### src/rtl/pgrc_pkg.sv
// shared types, codes and constants of the proximity gate relay controller
// no dependencies; imported by every module of the block
package pgrc_pkg;

  localparam int unsigned DIST_BITS      = 20;
  localparam int unsigned WEIGHT_W       = 10;
  localparam int unsigned TICK_W         = 20;
  localparam int unsigned CFG_W          = 20;
  localparam int unsigned CFG_IDX_W      = 3;
  localparam int unsigned PROD_W         = DIST_BITS + WEIGHT_W;
  localparam int unsigned REFLECTORS_DEF = 4;

  localparam int unsigned WEIGHT_FULL = 1000;

  // register reset values
  localparam int unsigned WEIGHT_RST     = 100;
  localparam int unsigned RED_ZONE_RST   = 2000;
  localparam int unsigned OPEN_ZONE_RST  = 40000;
  localparam int unsigned MOVE_THR_RST   = 1000;
  localparam int unsigned PULSE_RST      = 16384;
  localparam int unsigned OPEN_HOLD_RST  = 262144;
  localparam int unsigned CLOSE_HOLD_RST = 327680;

  typedef enum logic [1:0] {
    OP_CONNECT = 2'd0,
    OP_MEASURE = 2'd1,
    OP_TICK    = 2'd2
  } op_e;

  typedef enum logic [1:0] {
    Z_JUST   = 2'd0,
    Z_MOVING = 2'd1,
    Z_RED    = 2'd2
  } zone_e;

  typedef enum logic [CFG_IDX_W-1:0] {
    CFG_WEIGHT     = 3'd0,
    CFG_RED_ZONE   = 3'd1,
    CFG_OPEN_ZONE  = 3'd2,
    CFG_MOVE_THR   = 3'd3,
    CFG_PULSE      = 3'd4,
    CFG_OPEN_HOLD  = 3'd5,
    CFG_CLOSE_HOLD = 3'd6
  } cfg_idx_e;

  typedef struct packed {
    logic [1:0]           operation;
    logic [1:0]           reflector;
    logic [DIST_BITS-1:0] distance_mm;
  } in_word_t;

  typedef struct packed {
    logic                 open_relay_pin;
    logic                 close_relay_pin;
    logic                 busy_led;
    logic                 gate_open;
    logic [1:0]           reflector_zone;
    logic [DIST_BITS-1:0] smoothed_distance;
    logic [DIST_BITS-1:0] baseline_distance;
    logic [1:0]           relay_phase;
  } out_word_t;

  // relay sequencer status
  typedef struct packed {
    logic       open_pin;
    logic       close_pin;
    logic       led;
    logic [1:0] phase;
    logic       idle;
  } relay_t;

endpackage

### src/rtl/pgrc_div1000.sv
// floor division of the weighted baseline sum by 1000
// shift by three, then reciprocal multiply for 125; uses pgrc_pkg
module pgrc_div1000 (
  input  logic [pgrc_pkg::PROD_W-1:0]    dividend_i,
  output logic [pgrc_pkg::DIST_BITS-1:0] quotient_o
);
  import pgrc_pkg::*;

  localparam int unsigned QW = PROD_W - 3;
  localparam int unsigned K  = QW + 7;
  localparam int unsigned MW = K - 6;
  localparam longint unsigned RECIP = ((64'd1 << K) + 64'd124) / 64'd125;

  logic [QW-1:0]    q8;
  logic [MW-1:0]    recip;
  logic [QW+MW-1:0] prod;

  assign q8         = dividend_i[PROD_W-1:3];
  assign recip      = RECIP[MW-1:0];
  assign prod       = (QW+MW)'(q8) * (QW+MW)'(recip);
  assign quotient_o = prod[K +: DIST_BITS];

endmodule

### src/rtl/pgrc_relay.sv
// low-high-low relay pulse sequencer with led and hold countdown
// uses pgrc_pkg for the status struct and timer width
module pgrc_relay (
  input  logic                        clk_i,
  input  logic                        rst_ni,
  input  logic                        en_i,
  input  logic                        tick_i,
  input  logic                        start_i,
  input  logic                        start_open_i,
  input  logic [pgrc_pkg::TICK_W-1:0] pulse_ticks_i,
  input  logic [pgrc_pkg::TICK_W-1:0] open_hold_ticks_i,
  input  logic [pgrc_pkg::TICK_W-1:0] close_hold_ticks_i,
  output pgrc_pkg::relay_t            cur_o,
  output pgrc_pkg::relay_t            nxt_o
);
  import pgrc_pkg::*;

  typedef enum logic [1:0] {
    PH_IDLE = 2'd0,
    PH_LOW  = 2'd1,
    PH_HIGH = 2'd2,
    PH_HOLD = 2'd3
  } phase_e;

  phase_e              phase_q, phase_d;
  logic                dir_q, dir_d;
  logic [TICK_W-1:0]   cnt_q, cnt_d;
  logic                open_q, open_d;
  logic                close_q, close_d;
  logic                led_q, led_d;
  logic                step;

  always_comb begin
    phase_d = phase_q;
    cnt_d   = cnt_q;
    open_d  = open_q;
    close_d = close_q;
    led_d   = led_q;
    dir_d   = start_i ? start_open_i : dir_q;
    step    = start_i || (tick_i && (phase_q != PH_IDLE) && (cnt_q <= TICK_W'(1)));
    if (step) begin
      case (phase_q)
        PH_IDLE: begin
          led_d   = 1'b1;
          if (dir_d) open_d = 1'b0;
          else close_d = 1'b0;
          phase_d = PH_LOW;
          cnt_d   = pulse_ticks_i;
        end
        PH_LOW: begin
          if (dir_d) open_d = 1'b1;
          else close_d = 1'b1;
          phase_d = PH_HIGH;
          cnt_d   = pulse_ticks_i;
        end
        PH_HIGH: begin
          if (dir_d) open_d = 1'b0;
          else close_d = 1'b0;
          phase_d = PH_HOLD;
          cnt_d   = dir_d ? open_hold_ticks_i : close_hold_ticks_i;
        end
        default: begin
          led_d   = 1'b0;
          phase_d = PH_IDLE;
          cnt_d   = '0;
        end
      endcase
    end else if (tick_i && (phase_q != PH_IDLE)) begin
      cnt_d = cnt_q - TICK_W'(1);
    end
  end

  always_ff @(posedge clk_i or negedge rst_ni) begin
    if (!rst_ni) begin
      phase_q <= PH_IDLE;
      dir_q   <= 1'b0;
      cnt_q   <= '0;
      open_q  <= 1'b0;
      close_q <= 1'b0;
      led_q   <= 1'b0;
    end else if (en_i) begin
      phase_q <= phase_d;
      dir_q   <= dir_d;
      cnt_q   <= cnt_d;
      open_q  <= open_d;
      close_q <= close_d;
      led_q   <= led_d;
    end
  end

  assign cur_o.open_pin  = open_q;
  assign cur_o.close_pin = close_q;
  assign cur_o.led       = led_q;
  assign cur_o.phase     = phase_q;
  assign cur_o.idle      = (phase_q == PH_IDLE);

  assign nxt_o.open_pin  = open_d;
  assign nxt_o.close_pin = close_d;
  assign nxt_o.led       = led_d;
  assign nxt_o.phase     = phase_d;
  assign nxt_o.idle      = (phase_d == PH_IDLE);

`ifndef SYNTH
  a_led_busy: assert property (@(posedge clk_i) disable iff (!rst_ni)
    led_q == (phase_q != PH_IDLE))
    else $error("relay led does not follow sequence activity");

  a_pin_high: assert property (@(posedge clk_i) disable iff (!rst_ni)
    (open_q || close_q) |-> (!(open_q && close_q) && (phase_q == PH_HIGH)))
    else $error("relay pin high outside the high step");

  a_idle_count_clear: assert property (@(posedge clk_i) disable iff (!rst_ni)
    (phase_q == PH_IDLE) |-> (cnt_q == '0))
    else $error("relay countdown left running while idle");
`endif

endmodule

### src/rtl/proximity_gate_relay_controller_top.sv
// proximity gate relay controller: reflector tracking, gate requests, relay drive
// uses pgrc_pkg, pgrc_div1000 and pgrc_relay
//
// usage
// - input channel (in_valid_i / in_ready_o / in_i) carries one word per connect,
//   distance measurement or 32768 Hz timer tick
// - output channel (out_valid_o / out_ready_i / out_o) returns one word per input
//   word, in order, with pin, led, gate, zone, distance and phase levels as they
//   stand after that word has been applied
// - registers are written on the plain port (cfg_we_i, cfg_index_i, cfg_data_i),
//   by the user only while the block is idle; the block does not enforce this
// - path: an accepted word passes the weighted sum register, then the result
//   register, before it shows on out_valid_o
// - throughput: one word per cycle while the receiver takes results; a measurement
//   directly behind a measurement of the same reflector waits until that one leaves
//   stage two, since its baseline comes out of the divide by 1000 there
// - receiver stall: the result register holds, the second stage keeps its word
//   and the input channel drops ready until the result is taken
// - reset: zones just connected, gate closed, relay idle, pins and led low,
//   registers at their defaults; distance stores are undefined until measured
module proximity_gate_relay_controller_top #(
  parameter int unsigned REFLECTORS = pgrc_pkg::REFLECTORS_DEF
) (
  input  logic                           clk_i,
  input  logic                           rst_ni,
  input  logic                           in_valid_i,
  output logic                           in_ready_o,
  input  pgrc_pkg::in_word_t             in_i,
  output logic                           out_valid_o,
  input  logic                           out_ready_i,
  output pgrc_pkg::out_word_t            out_o,
  input  logic                           cfg_we_i,
  input  logic [pgrc_pkg::CFG_IDX_W-1:0] cfg_index_i,
  input  logic [pgrc_pkg::CFG_W-1:0]     cfg_data_i
);
  import pgrc_pkg::*;

  localparam int unsigned IDX_W = (REFLECTORS > 1) ? $clog2(REFLECTORS) : 1;

  // configuration registers
  logic [WEIGHT_W-1:0]  weight_q;
  logic [DIST_BITS-1:0] red_q, opening_q, thr_q;
  logic [TICK_W-1:0]    pulse_q, ohold_q, chold_q;

  always_ff @(posedge clk_i or negedge rst_ni) begin
    if (!rst_ni) begin
      weight_q  <= WEIGHT_W'(WEIGHT_RST);
      red_q     <= DIST_BITS'(RED_ZONE_RST);
      opening_q <= DIST_BITS'(OPEN_ZONE_RST);
      thr_q     <= DIST_BITS'(MOVE_THR_RST);
      pulse_q   <= TICK_W'(PULSE_RST);
      ohold_q   <= TICK_W'(OPEN_HOLD_RST);
      chold_q   <= TICK_W'(CLOSE_HOLD_RST);
    end else if (cfg_we_i) begin
      case (cfg_index_i)
        CFG_WEIGHT:     weight_q  <= cfg_data_i[WEIGHT_W-1:0];
        CFG_RED_ZONE:   red_q     <= cfg_data_i[DIST_BITS-1:0];
        CFG_OPEN_ZONE:  opening_q <= cfg_data_i[DIST_BITS-1:0];
        CFG_MOVE_THR:   thr_q     <= cfg_data_i[DIST_BITS-1:0];
        CFG_PULSE:      pulse_q   <= cfg_data_i[TICK_W-1:0];
        CFG_OPEN_HOLD:  ohold_q   <= cfg_data_i[TICK_W-1:0];
        CFG_CLOSE_HOLD: chold_q   <= cfg_data_i[TICK_W-1:0];
        default: ;
      endcase
    end
  end

  // per reflector state
  logic [1:0]           zone_q [REFLECTORS];
  logic [DIST_BITS-1:0] base_q [REFLECTORS];
  logic [DIST_BITS-1:0] avg_q  [REFLECTORS];
  logic                 gate_q;

  // second stage registers
  logic                 b_valid_q;
  logic [1:0]           b_op_q;
  logic                 b_ok_q;
  logic [IDX_W-1:0]     b_idx_q;
  logic [DIST_BITS-1:0] b_sample_q, b_base_q, b_avg_q;
  logic [PROD_W-1:0]    b_prod_q;

  // result register
  logic      out_valid_q;
  out_word_t out_q;

  // stage one: reflector lookup and weighted sum
  logic [IDX_W-1:0]     a_idx;
  logic                 a_ok;
  logic                 fwd;
  logic [DIST_BITS-1:0] a_base, a_avg;
  logic [WEIGHT_W-1:0]  w_eff, w_inv;
  logic [PROD_W-1:0]    a_prod;
  logic                 hazard;
  logic                 b_adv, b_fire, in_fire;

  // stage two signals
  logic                 b_meas, b_conn, b_tick;
  logic [1:0]           zone_cur, zone_nxt;
  logic                 first;
  logic [DIST_BITS-1:0] base_div, avg_new, base_wr, avg_wr;
  logic [DIST_BITS:0]   avg_sum;
  logic                 in_red, retreat, approach;
  logic                 any_red;
  logic                 req, want_open, grant, gate_nxt;
  relay_t               relay_cur, relay_nxt;
  out_word_t            res;

  assign a_idx = IDX_W'(in_i.reflector);
  assign a_ok  = 32'(in_i.reflector) < REFLECTORS;

  // new values of the word leaving stage two bypass the stores
  assign fwd    = b_fire && b_meas && (b_idx_q == a_idx);
  assign a_base = fwd ? base_wr : base_q[a_idx];
  assign a_avg  = fwd ? avg_wr : avg_q[a_idx];

  // weights above full scale clamp to full scale
  assign w_eff  = (weight_q > WEIGHT_W'(WEIGHT_FULL)) ? WEIGHT_W'(WEIGHT_FULL) : weight_q;
  assign w_inv  = WEIGHT_W'(WEIGHT_FULL) - w_eff;
  // stored baseline only: a same reflector measurement in stage two stalls this one
  assign a_prod = PROD_W'(in_i.distance_mm) * PROD_W'(w_eff)
                + PROD_W'(base_q[a_idx]) * PROD_W'(w_inv);

  assign hazard = b_valid_q && b_meas && a_ok && (in_i.operation == OP_MEASURE)
                && (b_idx_q == a_idx);

  assign b_adv      = !out_valid_q || out_ready_i;
  assign b_fire     = b_valid_q && b_adv;
  assign in_ready_o = (!b_valid_q || b_adv) && !hazard;
  assign in_fire    = in_valid_i && in_ready_o;

  always_ff @(posedge clk_i or negedge rst_ni) begin
    if (!rst_ni) begin
      b_valid_q <= 1'b0;
    end else if (in_fire) begin
      b_valid_q <= 1'b1;
    end else if (b_fire) begin
      b_valid_q <= 1'b0;
    end
  end

  always_ff @(posedge clk_i) begin
    if (in_fire) begin
      b_op_q     <= in_i.operation;
      b_ok_q     <= a_ok;
      b_idx_q    <= a_idx;
      b_sample_q <= in_i.distance_mm;
      b_base_q   <= a_base;
      b_avg_q    <= a_avg;
      b_prod_q   <= a_prod;
    end
  end

  // stage two: baseline divide, zone update, gate request
  pgrc_div1000 u_div (
    .dividend_i (b_prod_q),
    .quotient_o (base_div)
  );

  assign b_meas = (b_op_q == OP_MEASURE) && b_ok_q;
  assign b_conn = (b_op_q == OP_CONNECT) && b_ok_q;
  assign b_tick = (b_op_q == OP_TICK);

  assign zone_cur = zone_q[b_idx_q];
  assign first    = (zone_cur == Z_JUST);
  assign avg_sum  = {1'b0, b_sample_q} + {1'b0, b_avg_q};
  assign avg_new  = avg_sum[DIST_BITS:1];
  assign base_wr  = first ? b_sample_q : base_div;
  assign avg_wr   = first ? b_sample_q : avg_new;

  assign in_red   = (avg_new <= red_q);
  assign retreat  = {1'b0, avg_new} >= ({1'b0, base_div} + {1'b0, thr_q});
  assign approach = ({1'b0, avg_new} + {1'b0, thr_q}) < {1'b0, base_div};

  always_comb begin
    any_red = 1'b0;
    for (int i = 0; i < REFLECTORS; i++) begin
      any_red = any_red || (zone_q[i] == Z_RED);
    end
  end

  always_comb begin
    zone_nxt = zone_cur;
    if (b_conn) begin
      zone_nxt = Z_JUST;
    end else if (b_meas) begin
      case (zone_cur)
        Z_JUST:   zone_nxt = Z_MOVING;
        Z_MOVING: zone_nxt = in_red ? Z_RED : Z_MOVING;
        Z_RED:    zone_nxt = in_red ? Z_RED : Z_MOVING;
        default:  zone_nxt = zone_cur;
      endcase
    end
  end

  // approach only asks to open when no retreat was seen
  assign req       = b_meas && (zone_cur == Z_MOVING) && !in_red && (retreat || approach);
  assign want_open = !retreat;
  assign grant     = req && (gate_q != want_open) && relay_cur.idle && !any_red
                   && (!want_open || (avg_new <= opening_q));
  assign gate_nxt  = grant ? want_open : gate_q;

  pgrc_relay u_relay (
    .clk_i              (clk_i),
    .rst_ni             (rst_ni),
    .en_i               (b_fire),
    .tick_i             (b_tick),
    .start_i            (grant),
    .start_open_i       (want_open),
    .pulse_ticks_i      (pulse_q),
    .open_hold_ticks_i  (ohold_q),
    .close_hold_ticks_i (chold_q),
    .cur_o              (relay_cur),
    .nxt_o              (relay_nxt)
  );

  always_ff @(posedge clk_i or negedge rst_ni) begin
    if (!rst_ni) begin
      gate_q <= 1'b0;
      for (int i = 0; i < REFLECTORS; i++) begin
        zone_q[i] <= Z_JUST;
      end
    end else if (b_fire) begin
      gate_q <= gate_nxt;
      if (b_conn || b_meas) begin
        zone_q[b_idx_q] <= zone_nxt;
      end
    end
  end

  // distance stores carry no reset
  always_ff @(posedge clk_i) begin
    if (b_fire && b_meas) begin
      base_q[b_idx_q] <= base_wr;
      avg_q[b_idx_q]  <= avg_wr;
    end
  end

  // result word, reflector fields zero for an index out of range
  always_comb begin
    res.open_relay_pin    = relay_nxt.open_pin;
    res.close_relay_pin   = relay_nxt.close_pin;
    res.busy_led          = relay_nxt.led;
    res.gate_open         = gate_nxt;
    res.reflector_zone    = b_ok_q ? zone_nxt : 2'(Z_JUST);
    res.smoothed_distance = '0;
    res.baseline_distance = '0;
    if (b_meas) begin
      res.smoothed_distance = avg_wr;
      res.baseline_distance = base_wr;
    end else if (b_ok_q) begin
      res.smoothed_distance = b_avg_q;
      res.baseline_distance = b_base_q;
    end
    res.relay_phase       = relay_nxt.phase;
  end

  always_ff @(posedge clk_i or negedge rst_ni) begin
    if (!rst_ni) begin
      out_valid_q <= 1'b0;
    end else if (b_fire) begin
      out_valid_q <= 1'b1;
    end else if (out_ready_i) begin
      out_valid_q <= 1'b0;
    end
  end

  always_ff @(posedge clk_i) begin
    if (b_fire) begin
      out_q <= res;
    end
  end

  assign out_valid_o = out_valid_q;
  assign out_o       = out_q;

`ifndef SYNTH
  a_gate_starts_relay: assert property (@(posedge clk_i) disable iff (!rst_ni)
    (gate_q != $past(gate_q)) |-> !relay_cur.idle)
    else $error("gate position changed without a relay sequence");

  a_no_back_to_back_same: assert property (@(posedge clk_i) disable iff (!rst_ni)
    (b_fire && b_meas) |=>
      !(b_valid_q && b_meas && (b_idx_q == $past(b_idx_q))))
    else $error("measurement of one reflector followed its own predecessor in stage two");

  a_out_hold: assert property (@(posedge clk_i) disable iff (!rst_ni)
    (out_valid_o && !out_ready_i) |=> (out_valid_o && $stable(out_o)))
    else $error("result word changed or dropped while waiting");
`endif

endmodule

### config.mk
export PLATFORM = sky130hd
export DESIGN_NAME = proximity_gate_relay_controller_top
export DESIGN_NICKNAME = d
export VERILOG_FILES = /design/src/rtl/pgrc_pkg.sv /design/src/rtl/pgrc_div1000.sv /design/src/rtl/pgrc_relay.sv /design/src/rtl/proximity_gate_relay_controller_top.sv
export SDC_FILE = /design/constraint.sdc
export NUM_CORES = 2
export LEC_CHECK = 0
export BUFFER_PORTS_ARGS = -buffer_cell sky130_fd_sc_hd__buf_2
export CAP_MARGIN = 20
export CORE_MARGIN = 3
export CORE_UTILIZATION = 50
export DETAILED_ROUTE_END_ITERATION = 16
export PLACE_DENSITY = 0.66
export SYNTH_ARGS = -nofsm -noshare
export SYNTH_HDL_FRONTEND = slang
export SYNTH_SLANG_ARGS = --single-unit
### constraint.sdc
create_clock -name clk_i -period 31 [get_ports clk_i]
set_input_delay 1.55 -clock clk_i [delete_from_list [all_inputs] [get_ports clk_i]]
set_output_delay 1.55 -clock clk_i [all_outputs]
set_load 0.05 [all_outputs]
==> metrics.yaml <==
floorplanning:
  start_util_pct: 50.53
  die_h_um: 310.8
  die_w_um: 310.8
  std_cell_rows: 111
  dieArea_mm2: 0.09660
  ios: 102
  core_mm2: 0.09194
clock_network:
  cts_buffer_depth: 3
  clock_latency_ns: 0.62
  cts-resized-gates: 0
  ctsHoldBuffers: 0
  cts_tree: "done"
  root_buffer: "clkbuf_16"
  cts_buffers: 51
  cts.sinks: 466
  cts_setup_buffers: 0
  clk_pin_slew_ns: 0.06
  htree_levels: 2
grt:
  grt_pass1_vias: 32820
  antenna_found_initial: 8
  grt_max_degree: 110
  grt_overflow: 0
  grt_pass1_wl_um: 191500
  grt_usage_pct: 25.61
layout:
  nets: 5580
  drive_above_1_share_pct: 10.29
  area_delta_synth_final_pct: 7.622
  most-common-layout-cells: "835 x inv_1, 564 x fa_1, 542 x ha_1"
  layout_commonest_cell: "inv_1"
  final_util_pct: 54.38
setup_path:
  rrSetupSlack_ns: 18.81
  startpoint_type: "register"
  cp-end-kind: "register"
  slowest_delay_ns: 0.62
  r2r_start: "b_prod_q[16]$_DFFE_PP_"
  crit_slowest_cell: "nand3b_1"
  arrival_ns: 12.69
  crit_required_ns: 31.51
  crit_path_start: "b_prod_q[16]$_DFFE_PP_"
  cp_max_fo: 18
  path_class: "reg -> reg"
placed_design:
  dp.final_hpwl_um: 95520
  io_buffers: 101
  gp_congestion: 0.9281
timing:
  finalCritPeriodShare_pct: 39.31
  fin_skew_ns: 0.04984
  finalSetupTns_ns: 0
  rsz0062_at_grt: "false"
  setup_violations: 0
  relSlewSlack_pct: 21.23
  max_freq_mhz: 82.07
  report.final.slew_viol_count: 0
  worstMarginPinSlew_ns: 1.169
  whs_ns: 0.5028
  hold_viol_final: 0
  fin_crit_ns: 12.19
routing:
  drt-pass1-iter-count: 6
  ant_nets: 0
  drc_errors: 0
  viasPerCell: 5.544
  routed_wl_um: 122300
  wl_per_cell_um: 21.44
  vias: 31630
  drtIter0Drc: 2361
synthesis:
  postSynthRegisterBits: 466
  synthArstFlopShare_pct: 35.84
  syn-num-nets: 5523
  synthCells: 4364
  yosys.area.top_type: "fa_1"
  synth.area.top_cells: "fa_1 24%, edfxtp_1 19%, ha_1 15%"
  synth_cell_types: 83
  avgSynthCellArea_um2: 10.64
  synth_top_flop_cell: "edfxtp_1"
  syn_area_mm2: 0.04645
  synth-warning-count: 0
  synth_edf_count: 299
  synthDominantCellAreaShare_pct: 24.31
  synth_seq_area_share_pct: 28.39
min_path:
  hold_class: "reg -> reg"
  hp-start: "chold_q[17]$_DFFE_PN0P_"
job:
  drv_cap: 0
status:
  status: "finished, final reports clean"
[synthesized netlist by cell type (4+ instances only)]
master       n
a22oi_1     27
nand3_1     34
o21ai_0    212
o21a_1      34
or2_2        8
edfxtp_1   299
clkbuf_1   106
o22ai_1      9
nand2_1    446
a211oi_1    13
a31oi_1     15
ha_1       543
a21boi_0     4
mux2i_1     27
nand4_1     20
mux4_2      36
o31ai_1     12
o21bai_1    11
or4_1        4
a21oi_1    130
inv_1      835
nor2_1     135
xnor2_1     66
dfstp_2     24
mux2_2     137
a32oi_1      6
a21o_1      47
nor2b_1     45
dfrtp_1    143
and2_1      62
o2111ai_1    7
nor3b_1      6
nand2b_1    34
and3_1      55
or3_1       11
nand4b_1     4
o311ai_0     4
buf_1       30
a2111oi_0    4
xor2_1      32
fa_1       564
nor4_1       9
o211a_1      4
nor3_1      46
[final cells by class]
type,instances,area [um2]
inverter,836,3138
sequential,466,13190
clock inverter,20,175.2
tap,1243,1555
timing repair buffer,148,894.6
fill,8103,41950
multi-input combinational,2918,29620
clock buffer,72,1415
antenna,2,5.005
[worst max-delay path: cells and delay by family, from the launching register on]
kind | cells | cell delay (ns)
AO/OA/AOI/OAI | 18 | 4.99
adder cells (fa/ha/maj) | 9 | 3.68
AND/OR/NAND/NOR | 6 | 2.11
flip-flops | 1 | 0.59
XOR/XNOR | 2 | 0.42
buffers and inverters | 5 | 0.30
[cell families after synthesis]
group                    share of synthesized area [%]
adder cells (fa/ha/maj)                          38.93
buffers and inverters                            7.991
AND/OR/NAND/NOR                                  9.451
AO/OA/AOI/OAI                                    7.687
flip-flops                                       28.39
multiplexers                                     5.705
XOR/XNOR                                         1.848
[layer usage]
layer  global-route usage (%)  share of wire, %
met2                    41.29                46
met3                    3.290               6.2
met4                    7.622               3.2
met1                    36.46                44
met5                        0             0.014
[worst paths after layout]
path / to / cells after the start
worst max-delay path: u_relay.cnt_q[18]$_DFFE_PN0P_ / 40
worst min-delay path: chold_q[17]$_DFFE_PN0P_ / 1
worst max register to register: u_relay.cnt_q[18]$_DFFE_PN0P_ / 40
worst min register to register: chold_q[17]$_DFFE_PN0P_ / 1
max in group asynchronous: zone_q[6]$_DFFE_PN0P_ / 3
min in group asynchronous: opening_q[17]$_DFFE_PN0P_ / 1
[flip-flops by register name, indices dropped and copies added, names as in the netlist, 8 cells and up]
name / flops
b_prod_q: 27
chold_q: 20
b_avg_q: 20
b_sample_q: 20
u_relay.cnt_q: 20
pulse_q: 20
red_q: 20
zone_q: 8
weight_q: 10
b_base_q: 20
base_q: 80
avg_q: 80
thr_q: 20
out_o: 48
ohold_q: 20
opening_q: 20
[stage by stage]
step	instance area, um2	instances	setup slack, ns
finish	50000	5705	18.81
global route	49990	5703	18.10
CTS	49960	5702	18.88
detailed placement	48370	5610	18.89
global placement	48350	5608	18.55
floorplan	46450	4364	21.22
Power is not shown: default switching activity piles up to over one toggle a cycle in this logic, so the estimate is an artifact.
